## src/rtl/dcvs_pkg.sv

```systemverilog
package dcvs_pkg;

  localparam int unsigned HEADER_BYTES = 24;
  localparam int unsigned ENTRY_BYTES  = 24;

  localparam int unsigned CFG_IDX_W   = 1;
  localparam int unsigned CFG_DATA_W  = 32;
  localparam int unsigned TABLE_END_W = 42;

  typedef enum logic [CFG_IDX_W-1:0] {
    CFG_MAGIC   = 1'b0,
    CFG_VERSION = 1'b1
  } cfg_reg_e;

  typedef enum logic [2:0] {
    ST_ACCEPTED  = 3'd0,
    ST_OK        = 3'd1,
    ST_INVALID   = 3'd2,
    ST_VERSION   = 3'd3,
    ST_EMPTY     = 3'd4,
    ST_OVERFLOW  = 3'd5,
    ST_NOT_FOUND = 3'd6,
    ST_SEQUENCE  = 3'd7
  } status_e;

  typedef enum logic {
    MODE_HEADER = 1'b0,
    MODE_ENTRY  = 1'b1
  } mode_e;

  typedef struct packed {
    mode_e       mode;
    logic [63:0] catalog_length;
    logic [31:0] wanted_ordinal;
    logic [31:0] header_magic;
    logic [15:0] header_version;
    logic [31:0] item_flags;
    logic [31:0] header_reserved;
    logic [31:0] entry_count;
    logic [31:0] entry_ordinal;
    logic [63:0] entry_offset;
    logic [63:0] entry_length;
  } item_t;

  typedef struct packed {
    status_e     status;
    logic        walk_done;
    logic [63:0] selected_offset;
    logic [63:0] selected_length;
  } result_t;

endpackage

```

## src/rtl/dcvs_core.sv

```systemverilog
module dcvs_core (
  input  logic             clk_i,
  input  logic             rst_ni,
  input  logic             step_i,
  input  dcvs_pkg::item_t  item_i,
  input  logic [31:0]      expected_magic_i,
  input  logic [15:0]      expected_version_i,
  output dcvs_pkg::result_t res_o
);
  import dcvs_pkg::*;

  logic        walk_active_q, walk_active_d;
  logic [31:0] entry_index_q, entry_index_d;
  logic [31:0] entry_total_q, entry_total_d;
  logic [63:0] total_bytes_q, total_bytes_d;
  logic [31:0] target_ordinal_q, target_ordinal_d;
  logic [63:0] next_data_offset_q, next_data_offset_d;
  logic        match_found_q, match_found_d;
  logic [63:0] match_offset_q, match_offset_d;
  logic [63:0] match_length_q, match_length_d;

  logic [TABLE_END_W-1:0] table_end;
  logic [TABLE_END_W-1:0] table_end_up;
  logic [64:0]            data_end_w;
  logic [63:0]            data_end;
  logic [63:0]            data_end_up;
  logic                   end_ovf;
  logic [31:0]            index_inc;
  logic                   hit;

  assign table_end = TABLE_END_W'(HEADER_BYTES)
                   + TABLE_END_W'(item_i.entry_count) * TABLE_END_W'(ENTRY_BYTES);
  assign table_end_up = {table_end[TABLE_END_W-1:3] + (TABLE_END_W-3)'(|table_end[2:0]),
                         3'b000};

  assign data_end_w  = {1'b0, item_i.entry_offset} + {1'b0, item_i.entry_length};
  assign data_end    = data_end_w[63:0];
  assign end_ovf     = (&data_end[63:3]) && (|data_end[2:0]);
  assign data_end_up = {data_end[63:3] + 61'(|data_end[2:0]), 3'b000};
  assign index_inc   = entry_index_q + 32'd1;
  assign hit         = (item_i.entry_ordinal == target_ordinal_q);

  always_comb begin
    walk_active_d      = walk_active_q;
    entry_index_d      = entry_index_q;
    entry_total_d      = entry_total_q;
    total_bytes_d      = total_bytes_q;
    target_ordinal_d   = target_ordinal_q;
    next_data_offset_d = next_data_offset_q;
    match_found_d      = match_found_q;
    match_offset_d     = match_offset_q;
    match_length_d     = match_length_q;
    res_o              = '{status: ST_ACCEPTED, walk_done: 1'b0,
                           selected_offset: '0, selected_length: '0};

    if (item_i.mode == MODE_HEADER) begin
      walk_active_d  = 1'b0;
      match_found_d  = 1'b0;
      match_offset_d = '0;
      match_length_d = '0;
      res_o.walk_done = 1'b1;
      priority if (item_i.catalog_length < 64'(HEADER_BYTES)) begin
        res_o.status = ST_INVALID;
      end else if (item_i.header_magic != expected_magic_i) begin
        res_o.status = ST_INVALID;
      end else if (item_i.header_version != expected_version_i) begin
        res_o.status = ST_VERSION;
      end else if (item_i.item_flags != '0 || item_i.header_reserved != '0) begin
        res_o.status = ST_INVALID;
      end else if (item_i.entry_count == '0) begin
        res_o.status = ST_EMPTY;
      end else if (item_i.catalog_length < 64'(table_end)) begin
        res_o.status = ST_INVALID;
      end else begin
        res_o.walk_done    = 1'b0;
        walk_active_d      = 1'b1;
        entry_index_d      = '0;
        entry_total_d      = item_i.entry_count;
        total_bytes_d      = item_i.catalog_length;
        target_ordinal_d   = item_i.wanted_ordinal;
        next_data_offset_d = 64'(table_end_up);
      end
    end else if (!walk_active_q) begin
      res_o.status    = ST_SEQUENCE;
      res_o.walk_done = 1'b1;
    end else begin
      res_o.walk_done = 1'b1;
      walk_active_d   = 1'b0;
      priority if (item_i.entry_ordinal != entry_index_q) begin
        res_o.status = ST_INVALID;
      end else if (item_i.item_flags != '0) begin
        res_o.status = ST_INVALID;
      end else if (item_i.entry_length == '0) begin
        res_o.status = ST_INVALID;
      end else if (item_i.entry_offset[2:0] != 3'b000) begin
        res_o.status = ST_INVALID;
      end else if (item_i.entry_offset < next_data_offset_q) begin
        res_o.status = ST_INVALID;
      end else if (data_end_w[64]) begin
        res_o.status = ST_INVALID;
      end else if (data_end > total_bytes_q) begin
        res_o.status = ST_INVALID;
      end else if (end_ovf) begin
        res_o.status = ST_OVERFLOW;
      end else begin
        next_data_offset_d = data_end_up;
        entry_index_d      = index_inc;
        if (hit) begin
          match_found_d  = 1'b1;
          match_offset_d = item_i.entry_offset;
          match_length_d = item_i.entry_length;
        end
        priority if (index_inc != entry_total_q) begin
          res_o.status    = ST_ACCEPTED;
          res_o.walk_done = 1'b0;
          walk_active_d   = 1'b1;
        end else if (data_end_up != total_bytes_q) begin
          res_o.status = ST_INVALID;
        end else if (!match_found_d) begin
          res_o.status = ST_NOT_FOUND;
        end else begin
          res_o.status          = ST_OK;
          res_o.selected_offset = match_offset_d;
          res_o.selected_length = match_length_d;
        end
      end
    end
  end

  always_ff @(posedge clk_i or negedge rst_ni) begin
    if (!rst_ni) begin
      walk_active_q      <= 1'b0;
      entry_index_q      <= '0;
      entry_total_q      <= '0;
      total_bytes_q      <= '0;
      target_ordinal_q   <= '0;
      next_data_offset_q <= '0;
      match_found_q      <= 1'b0;
      match_offset_q     <= '0;
      match_length_q     <= '0;
    end else if (step_i) begin
      walk_active_q      <= walk_active_d;
      entry_index_q      <= entry_index_d;
      entry_total_q      <= entry_total_d;
      total_bytes_q      <= total_bytes_d;
      target_ordinal_q   <= target_ordinal_d;
      next_data_offset_q <= next_data_offset_d;
      match_found_q      <= match_found_d;
      match_offset_q     <= match_offset_d;
      match_length_q     <= match_length_d;
    end
  end

endmodule

```

## src/rtl/dcvs_out_stage.sv

```systemverilog
module dcvs_out_stage (
  input  logic              clk_i,
  input  logic              rst_ni,
  input  logic              load_valid_i,
  input  dcvs_pkg::result_t res_i,
  output logic              free_o,
  input  logic              stall_i,
  output logic              valid_o,
  output dcvs_pkg::result_t res_o
);
  import dcvs_pkg::*;

  logic    valid_q;
  result_t res_q;

  assign free_o  = !valid_q || !stall_i;
  assign valid_o = valid_q;
  assign res_o   = res_q;

  always_ff @(posedge clk_i or negedge rst_ni) begin
    if (!rst_ni) begin
      valid_q <= 1'b0;
    end else if (free_o) begin
      valid_q <= load_valid_i;
    end
  end

  always_ff @(posedge clk_i) begin
    if (free_o && load_valid_i) begin
      res_q <= res_i;
    end
  end

endmodule

```

## src/rtl/device_catalog_validate_select.sv

```systemverilog
// Channel   | Handshake                     | Payload
// ----------+-------------------------------+-------------------------------------------
// input     | in_valid_i / in_stall_o       | mode_i .. entry_length_i (one item)
// result    | out_valid_o / out_stall_i     | status_o, walk_done_o, selected_*_o
// config    | cfg_valid_i / cfg_ready_o     | cfg_index_i, cfg_data_i
//
// One item per cycle sustained while out_stall_i is low; an accepted item passes
// through the input register and then the result register before out_valid_o rises.
// The input register and the result register bound one pass of the checking logic,
// which also updates the walk state in the same cycle.
// Reset clears the walk state and both valid flags; configuration resets to zero.
// A stalled result holds the result register and, behind it, the input register.
module device_catalog_validate_select (
  input  logic                                clk_i,
  input  logic                                rst_ni,
  input  logic                                in_valid_i,
  output logic                                in_stall_o,
  input  logic                                mode_i,
  input  logic [63:0]                         catalog_length_i,
  input  logic [31:0]                         wanted_ordinal_i,
  input  logic [31:0]                         header_magic_i,
  input  logic [15:0]                         header_version_i,
  input  logic [31:0]                         item_flags_i,
  input  logic [31:0]                         header_reserved_i,
  input  logic [31:0]                         entry_count_i,
  input  logic [31:0]                         entry_ordinal_i,
  input  logic [63:0]                         entry_offset_i,
  input  logic [63:0]                         entry_length_i,
  output logic                                out_valid_o,
  input  logic                                out_stall_i,
  output logic [2:0]                          status_o,
  output logic                                walk_done_o,
  output logic [63:0]                         selected_offset_o,
  output logic [63:0]                         selected_length_o,
  input  logic                                cfg_valid_i,
  output logic                                cfg_ready_o,
  input  logic [dcvs_pkg::CFG_IDX_W-1:0]      cfg_index_i,
  input  logic [dcvs_pkg::CFG_DATA_W-1:0]     cfg_data_i
);
  import dcvs_pkg::*;

  logic        s1_valid_q;
  item_t       s1_item_q;
  item_t       in_item;
  logic        out_free;
  logic        step;
  result_t     core_res;
  result_t     out_res;
  logic [31:0] expected_magic_q;
  logic [15:0] expected_version_q;

  assign in_item = '{mode: mode_e'(mode_i), catalog_length: catalog_length_i,
                     wanted_ordinal: wanted_ordinal_i, header_magic: header_magic_i,
                     header_version: header_version_i, item_flags: item_flags_i,
                     header_reserved: header_reserved_i, entry_count: entry_count_i,
                     entry_ordinal: entry_ordinal_i, entry_offset: entry_offset_i,
                     entry_length: entry_length_i};

  assign in_stall_o  = s1_valid_q && !out_free;
  assign step        = s1_valid_q && out_free;
  assign cfg_ready_o = 1'b1;

  always_ff @(posedge clk_i or negedge rst_ni) begin
    if (!rst_ni) begin
      s1_valid_q <= 1'b0;
    end else if (!in_stall_o) begin
      s1_valid_q <= in_valid_i;
    end
  end

  always_ff @(posedge clk_i) begin
    if (!in_stall_o && in_valid_i) begin
      s1_item_q <= in_item;
    end
  end

  always_ff @(posedge clk_i or negedge rst_ni) begin
    if (!rst_ni) begin
      expected_magic_q   <= '0;
      expected_version_q <= '0;
    end else if (cfg_valid_i && cfg_ready_o) begin
      unique case (cfg_reg_e'(cfg_index_i))
        CFG_MAGIC:   expected_magic_q   <= cfg_data_i;
        CFG_VERSION: expected_version_q <= cfg_data_i[15:0];
        default:     expected_magic_q   <= expected_magic_q;
      endcase
    end
  end

  dcvs_core u_core (
    .clk_i              (clk_i),
    .rst_ni             (rst_ni),
    .step_i             (step),
    .item_i             (s1_item_q),
    .expected_magic_i   (expected_magic_q),
    .expected_version_i (expected_version_q),
    .res_o              (core_res)
  );

  dcvs_out_stage u_out (
    .clk_i        (clk_i),
    .rst_ni       (rst_ni),
    .load_valid_i (s1_valid_q),
    .res_i        (core_res),
    .free_o       (out_free),
    .stall_i      (out_stall_i),
    .valid_o      (out_valid_o),
    .res_o        (out_res)
  );

  assign status_o          = out_res.status;
  assign walk_done_o       = out_res.walk_done;
  assign selected_offset_o = out_res.selected_offset;
  assign selected_length_o = out_res.selected_length;

endmodule

```

## config.mk

```make
export PLATFORM = sky130hd
export DESIGN_NAME = device_catalog_validate_select
export DESIGN_NICKNAME = d
export VERILOG_FILES = /design/src/rtl/dcvs_pkg.sv /design/src/rtl/dcvs_core.sv /design/src/rtl/dcvs_out_stage.sv /design/src/rtl/device_catalog_validate_select.sv
export SDC_FILE = /design/constraint.sdc
export NUM_CORES = 2
export LEC_CHECK = 0
export ABC_CLOCK_PERIOD_IN_PS = 12800
export BUFFER_PORTS_ARGS = -buffer_cell sky130_fd_sc_hd__buf_2
export CORE_UTILIZATION = 25
export CTS_BUF_LIST = sky130_fd_sc_hd__clkbuf_8
export CTS_CLUSTER_SIZE = 30
export DETAILED_ROUTE_END_ITERATION = 10
export PLACE_DENSITY_LB_ADDON = 0.12
export RECOVER_POWER = 100
export SLEW_MARGIN = 30
export SYNTH_ARGS = -nofsm -noshare
export SYNTH_HDL_FRONTEND = slang
export SYNTH_SLANG_ARGS = --single-unit
export TNS_END_PERCENT = 30
```

## constraint.sdc

```tcl
create_clock -name clk_i -period 12.8 [get_ports clk_i]
set_clock_uncertainty 0.1 [all_clocks]
set_input_delay 1.28 -clock clk_i [delete_from_list [all_inputs] [get_ports clk_i]]
set_output_delay 1.28 -clock clk_i [all_outputs]
set_load 0.01 [all_outputs]
```

; ---- Word level (Yosys, flattened, before mapping)
; Index checks and enable logic that the tools add are counted.
[classes]
n_mul = 1
n_addsub = 5
order_cmp = 4
n_eq_ne = 21
bitwise = 10
n_reduce_logical = 24
n_mux = 129
[op_table]
columns = op, count
row1 = $mux 64, 38
row2 = $mux 129, 8
row3 = $mux 32, 16
row4 = $mux 128, 3
row5 = $ne 32x32->1, 3
row6 = $add 64x64->65, 1
row7 = $gt 64x64->1, 1
row8 = $logic_not 64->1, 1
row9 = $lt 64x42->1, 1
row10 = $lt 64x5->1 const B, 1
row11 = $lt 64x64->1, 1
row12 = $ne 64x64->1, 1
row13 = $reduce_bool 32->1, 2
row14 = $add 61x1->61, 1
row15 = $reduce_and 61->1, 1
row16 = $mux 3, 16
row17 = $mux 1, 45
row18 = $add 39x1->39, 1
row19 = $add 5x37->38 const A, 1
row20 = $mul 32x2->34 const B, 1
row21 = $add 32x1->32 const B, 1
row22 = $eq 32x32->1, 1
row23 = $logic_not 32->1, 1
row24 = $ne 2x2->1 const B, 14
row25 = other kinds (15), 34
[totals]
reg_bits = 937
word_cells = 222
inputBits = 439
output_inout_bits = 135

; ---- Longest topological paths before layout
[depth]
word_depth = 26
ltp_mapped = 35
mapped_depth_nobuf = 32

; ---- Modules after synthesis
; Synthesis repeated with hierarchy kept, for this count alone.
[hier_totals]
hier_cells = 4713
area_unflattened_um2 = 50791.2
[by_module_without_submodules]
columns = module, n_inst, cells_each, area_per_inst_um2
row1 = dcvs_core, 1, 4065, 32732.6
row2 = device_catalog_validate_select, 1, 512, 14047.2
row3 = dcvs_out_stage, 1, 136, 4011.3

; ---- Worst setup path after synthesis
; Ideal clock, no wire load.
[synth_path]
path_kind = input-to-reg
start = input out_stall_i
end = register s1_item_q[0] in the netlist's numbering, enable pin
slack_ns = 1.429
required_time_ns = 11.884
setup_time_ns = 0.816
arrival_ns = 10.455
path_buffers = 0
path_stages = 2
path_cell_list = nand3_1 -> and2_1
[synth_between]
elab_chain_len = 6
[synth_lines]
columns = element, line
row1 = start: declaration, device_catalog_validate_select.sv:30  ; input logic out_stall_i,
row2 = $logic_not 1->1, dcvs_out_stage.sv:16  ; assign free_o = !valid_q || !stall_i;
row3 = $logic_or 1x1->1, dcvs_out_stage.sv:16
row4 = $logic_not 1->1, device_catalog_validate_select.sv:59  ; assign in_stall_o = s1_valid_q && !out_free;
row5 = $logic_and 1x1->1, device_catalog_validate_select.sv:59
row6 = $logic_not 1->1, device_catalog_validate_select.sv:72  ; if (!in_stall_o && in_valid_i) begin
row7 = $logic_and 1x1->1, device_catalog_validate_select.sv:72
row8 = end signal: assignment, device_catalog_validate_select.sv:73  ; s1_item_q <= in_item;
row9 = end: declaration, device_catalog_validate_select.sv:43  ; item_t s1_item_q;
; No other way between the ends.
; A chain may end at the register's enable or synchronous reset.

; ---- Worst setup path in the final report
[layout_path]
start = register s1_item_q[0] in the netlist's numbering
end = register u_core.match_offset_q[55]
[layout_between]
elab_chain_len = 5
word_cells_on_any_way = 11
cone_classes = add/sub (1) / order compare (1) / eq/ne (4) / reduce/logical (5)
[layout_lines]
columns = element, line
row1 = branches (longest 4 deep; another with $add 64x64->65), --
row2 = $reduce_and 10->1 (no line) *, --
row3 = end signal: assignment, dcvs_core.sv:149  ; match_offset_q <= match_offset_d;
row4 = end: declaration, dcvs_core.sv:19  ; logic [63:0] match_offset_q, match_offset_d;
; Mark *: on every way between the ends.

==> results.sh <==
export IMPL_seq_area_frac_synth_pct=51.44
export IMPL_initial_core_util_pct=25.25
export IMPL_cpPeakStageDelay_ns=1.74
export IMPL_total_leakage_power_nw=24.25
export IMPL_crit_required_ns=13.57
export IMPL_clk_pin_slew_ns=0.06
export IMPL_htree_levels=4
export IMPL_fillCellCount=21130
export IMPL_cp_cell_sequence="ha_1 -> inv_1 -> fa_1 -> nor2b_1 -> o22a_1 -> a21oi_1 -> o211a_1 -> o2bb2ai_1 -> nor3_1 -> nor3_1 -> ha_1 -> a21o_1 -> a21oi_1 -> o21ai_0 -> a2111oi_0 -> a31oi_1 -> a211oi_1 -> o21ai_0 -> o21a_1 -> a2111oi_0 -> nand3_2 -> nor2_4 -> buf_12 -> a22o_1"
export IMPL_rows=164
export IMPL_synthArstFlopShare_pct=42.93
export IMPL_drt_iter0_drc=2524
export IMPL_synth_compound_area_share_pct=12.36
export IMPL_ys_flop_type="edfxtp_1"
export IMPL_r2r_slack_ns=2.43
export IMPL_synth_mux_area_share_pct=5.640
export IMPL_cts_tree="yes"
export IMPL_hold_violations=0
export IMPL_critPathKind="reg -> reg"
export IMPL_endpoint_kind="flip-flop"
export IMPL_p_per_area_nw_per_um2=133.1
export IMPL_period_needed_ns=10.37
export IMPL_final_cell_mix="533 x edfxtp_1, 401 x dfrtp_1, 307 x nand2_1"
export IMPL_synth_top_family_by_area="simple AND/OR/NAND/NOR gates"
export IMPL_vias_per_cell=4.786
export IMPL_final_cells=7871
export IMPL_tns_ns=0
export IMPL_clockRootBuffer="clkbuf_8"
export IMPL_io_pins=574
export IMPL_dpl_cell_count=7526
export IMPL_num_vias=37670
export IMPL_hp_class="reg -> reg"
export IMPL_synthesis_nets=5165
export IMPL_firstDrtPassIters=7
export IMPL_relSlewSlack_pct=-251.6
export IMPL_postCtsSetupBuffers=0
export IMPL_rsz0062_at_grt="no"
export IMPL_max_cap_viol_count=23
export IMPL_die_x_um=452
export IMPL_grt_pass1_vias=38200
export IMPL_synthSimpleGateAreaFrac_pct=13.99
export IMPL_dieArea_um2=204300
export IMPL_timing_final_crit_share_pct=81.05
export IMPL_worstHoldStart="s1_item_q[337]$_DFFE_PP_"
export IMPL_syn_inst=4450
export IMPL_synth_seq_cells=934
export IMPL_synthAdderAreaFrac_pct=6.851
export IMPL_ctsResizeCount=0
export IMPL_synth_edf_count=533
export IMPL_worst_slack_ns=2.426
export IMPL_yosysTopAreaCellShare_pct=31.62
export IMPL_cts_buffers=179
export IMPL_wl_per_cell_um=24.21
export IMPL_drv_slew=1105
export IMPL_cp_startpoint="s1_item_q[0]$_DFFE_PP_"
export IMPL_yosysTopAreaCell="edfxtp_1"
export IMPL_violations="capacitance limit, slew limit"
export IMPL_clk_latency_ns=0.96
export IMPL_area_growth_pct=17.02
export IMPL_yosys_top_cells_area="edfxtp_1 32%, dfrtp_1 20%, ha_1 6.8%"
export IMPL_hold_buffers=0
export IMPL_grt_usage_pct=18.28
export IMPL_ir_worst_vdd_mv=0.09039
export IMPL_synth_warnings=0
export IMPL_hpwlAfterDp_um=148500
export IMPL_clock_fmax_mhz=96.39
export IMPL_numClockSinks=934
export IMPL_fp_dieH_um=452
export IMPL_pre_cts_slack_ns=3.861
export IMPL_status="finished with violations"
export IMPL_core_um2=200500
export IMPL_grt_pass1_wl_um=272500
export IMPL_syn_area_per_cell_um2=11.38
export IMPL_rr_startpoint="s1_item_q[0]$_DFFE_PP_"
export IMPL_crit_fanout=88
export IMPL_grt_max_degree=94
export IMPL_cp_slowest_cell="a2111oi_0"
export IMPL_setup_violations=0
export IMPL_final_nets=5766
export IMPL_final_antenna_net_count=0
export IMPL_synth_xor_area_share_pct=6.369
export IMPL_finalWeightedCongestion=0.8982
export IMPL_clock_path_buffers=3
export IMPL_drc_errors=0
export IMPL_critPathLaunchType="flip-flop"
export IMPL_syn_cell_area_um2=50620
export IMPL_drt_total_wl_um=190600
export IMPL_antenna_found_initial=30
export IMPL_port_buffers=572
export IMPL_worst_pin_slew_ns=5.274
export IMPL_mostFrequentLayoutCell="edfxtp_1"
export IMPL_synth_cell_types=100
export IMPL_grt_overflow=0
export IMPL_arrival_ns=11.14
export IMPL_drive_above_1_share_pct=14.81
export IMPL_hold_slack_ns=0.3577
==> critical path: cells and delay by family (launching register included) <==
kind            cells  cell delay, ns
compound gates     14            4.79
fa+ha+maj           3            1.04
buf+inv             2            0.53
flops               1            0.46
simple gates        5            3.29
==> synthesized netlist by cell type, drive strengths merged (102+ instances only) <==
| cell | number |
|---|---|
| a21oi | 180 |
| a22o | 137 |
| clkbuf | 154 |
| dfrtp | 401 |
| edfxtp | 533 |
| ha | 274 |
| inv | 216 |
| mux2 | 130 |
| mux2i | 139 |
| nand2 | 309 |
| nand4 | 132 |
| nor2 | 181 |
| nor3 | 199 |
| nor4 | 102 |
| o21ai | 268 |
| xnor2 | 245 |
| xor2 | 112 |
==> cell type report <==
type                       instances  area, um^2  area share (%)
sequential                       934       26040           43.95
clock buffer                     203        2794           4.716
antenna                            9       22.52         0.03802
multi-input combinational       3098       22480           37.94
inverter                         217       815.8           1.377
tap                             2656        3323           5.609
timing repair buffer             621        2864           4.834
clock inverter                   133       908.4           1.533
==> registers in the layout (all words and copies together) (netlist names), 16 cells and up <==
signal	count
u_core.match_length_q	64
u_out.res_o	132
u_core.next_data_offset_q	61
u_core.total_bytes_q	64
u_core.entry_total_q	32
s1_item_q	401
expected_version_q	16
u_core.match_offset_q	64
u_core.entry_index_q	32
expected_magic_q	32
u_core.target_ordinal_q	32
==> cell families after synthesis <==
| kind of cell | after synthesis |
|---|---|
| buffers and inverters | 418 |
| xor gates and xnor gates | 361 |
| muxes | 269 |
| AOI/OAI and AO/OA | 934 |
| DFF | 934 |
| other | 1 |
| and+or+nand+nor | 1257 |
| adders and majority gates | 276 |
==> report_power, final <==
group | total (W) | switching [W] | internal [W]
Clock | 0.00307 | 0.00142 | 0.00165
Sequential | 0.00348 | 0.000119 | 0.00336
Combinational | 0.00134 | 0.000877 | 0.000463
Total | 0.00789 | 0.00241 | 0.00547
==> layer usage <==
layer	share of wire (%)	track usage [%]	up-vias
met1	48	25.73	18510
li1	-	-	17830
met2	45	28.91	1062
met3	4.8	3.128	245
met4	2.1	4.550	22
met5	0.069	0	-
==> path summary, 6_finish.rpt <==
kind | cells past startpoint | end
setup / recovery | 24 | u_core.match_offset_q[55]$_DFFE_PN0P_
hold / removal | 2 | u_core.total_bytes_q[1]$_DFFE_PN0P_
setup reg to reg | 24 | u_core.match_offset_q[55]$_DFFE_PN0P_
hold reg to reg | 2 | u_core.total_bytes_q[1]$_DFFE_PN0P_
max in group asynchronous | 4 | u_core.match_length_q[3]$_DFFE_PN0P_
min in group asynchronous | 1 | u_core.target_ordinal_q[18]$_DFFE_PN0P_
==> through the flow <==
stage | instance area (um^2) | util [%] | power (W)
after detailed placement | 56570 | 28.22 | 0.004881
after global routing | 59230 | 29.55 | 0.008283
after floorplan | 50620 | - | 0.004336
after CTS | 60270 | 30.06 | 0.008029
final | 59240 | 29.55 | 0.007885
after global placement | 56470 | 28.17 | 0.004881
Note: power is estimated with default switching activity, not from simulation.
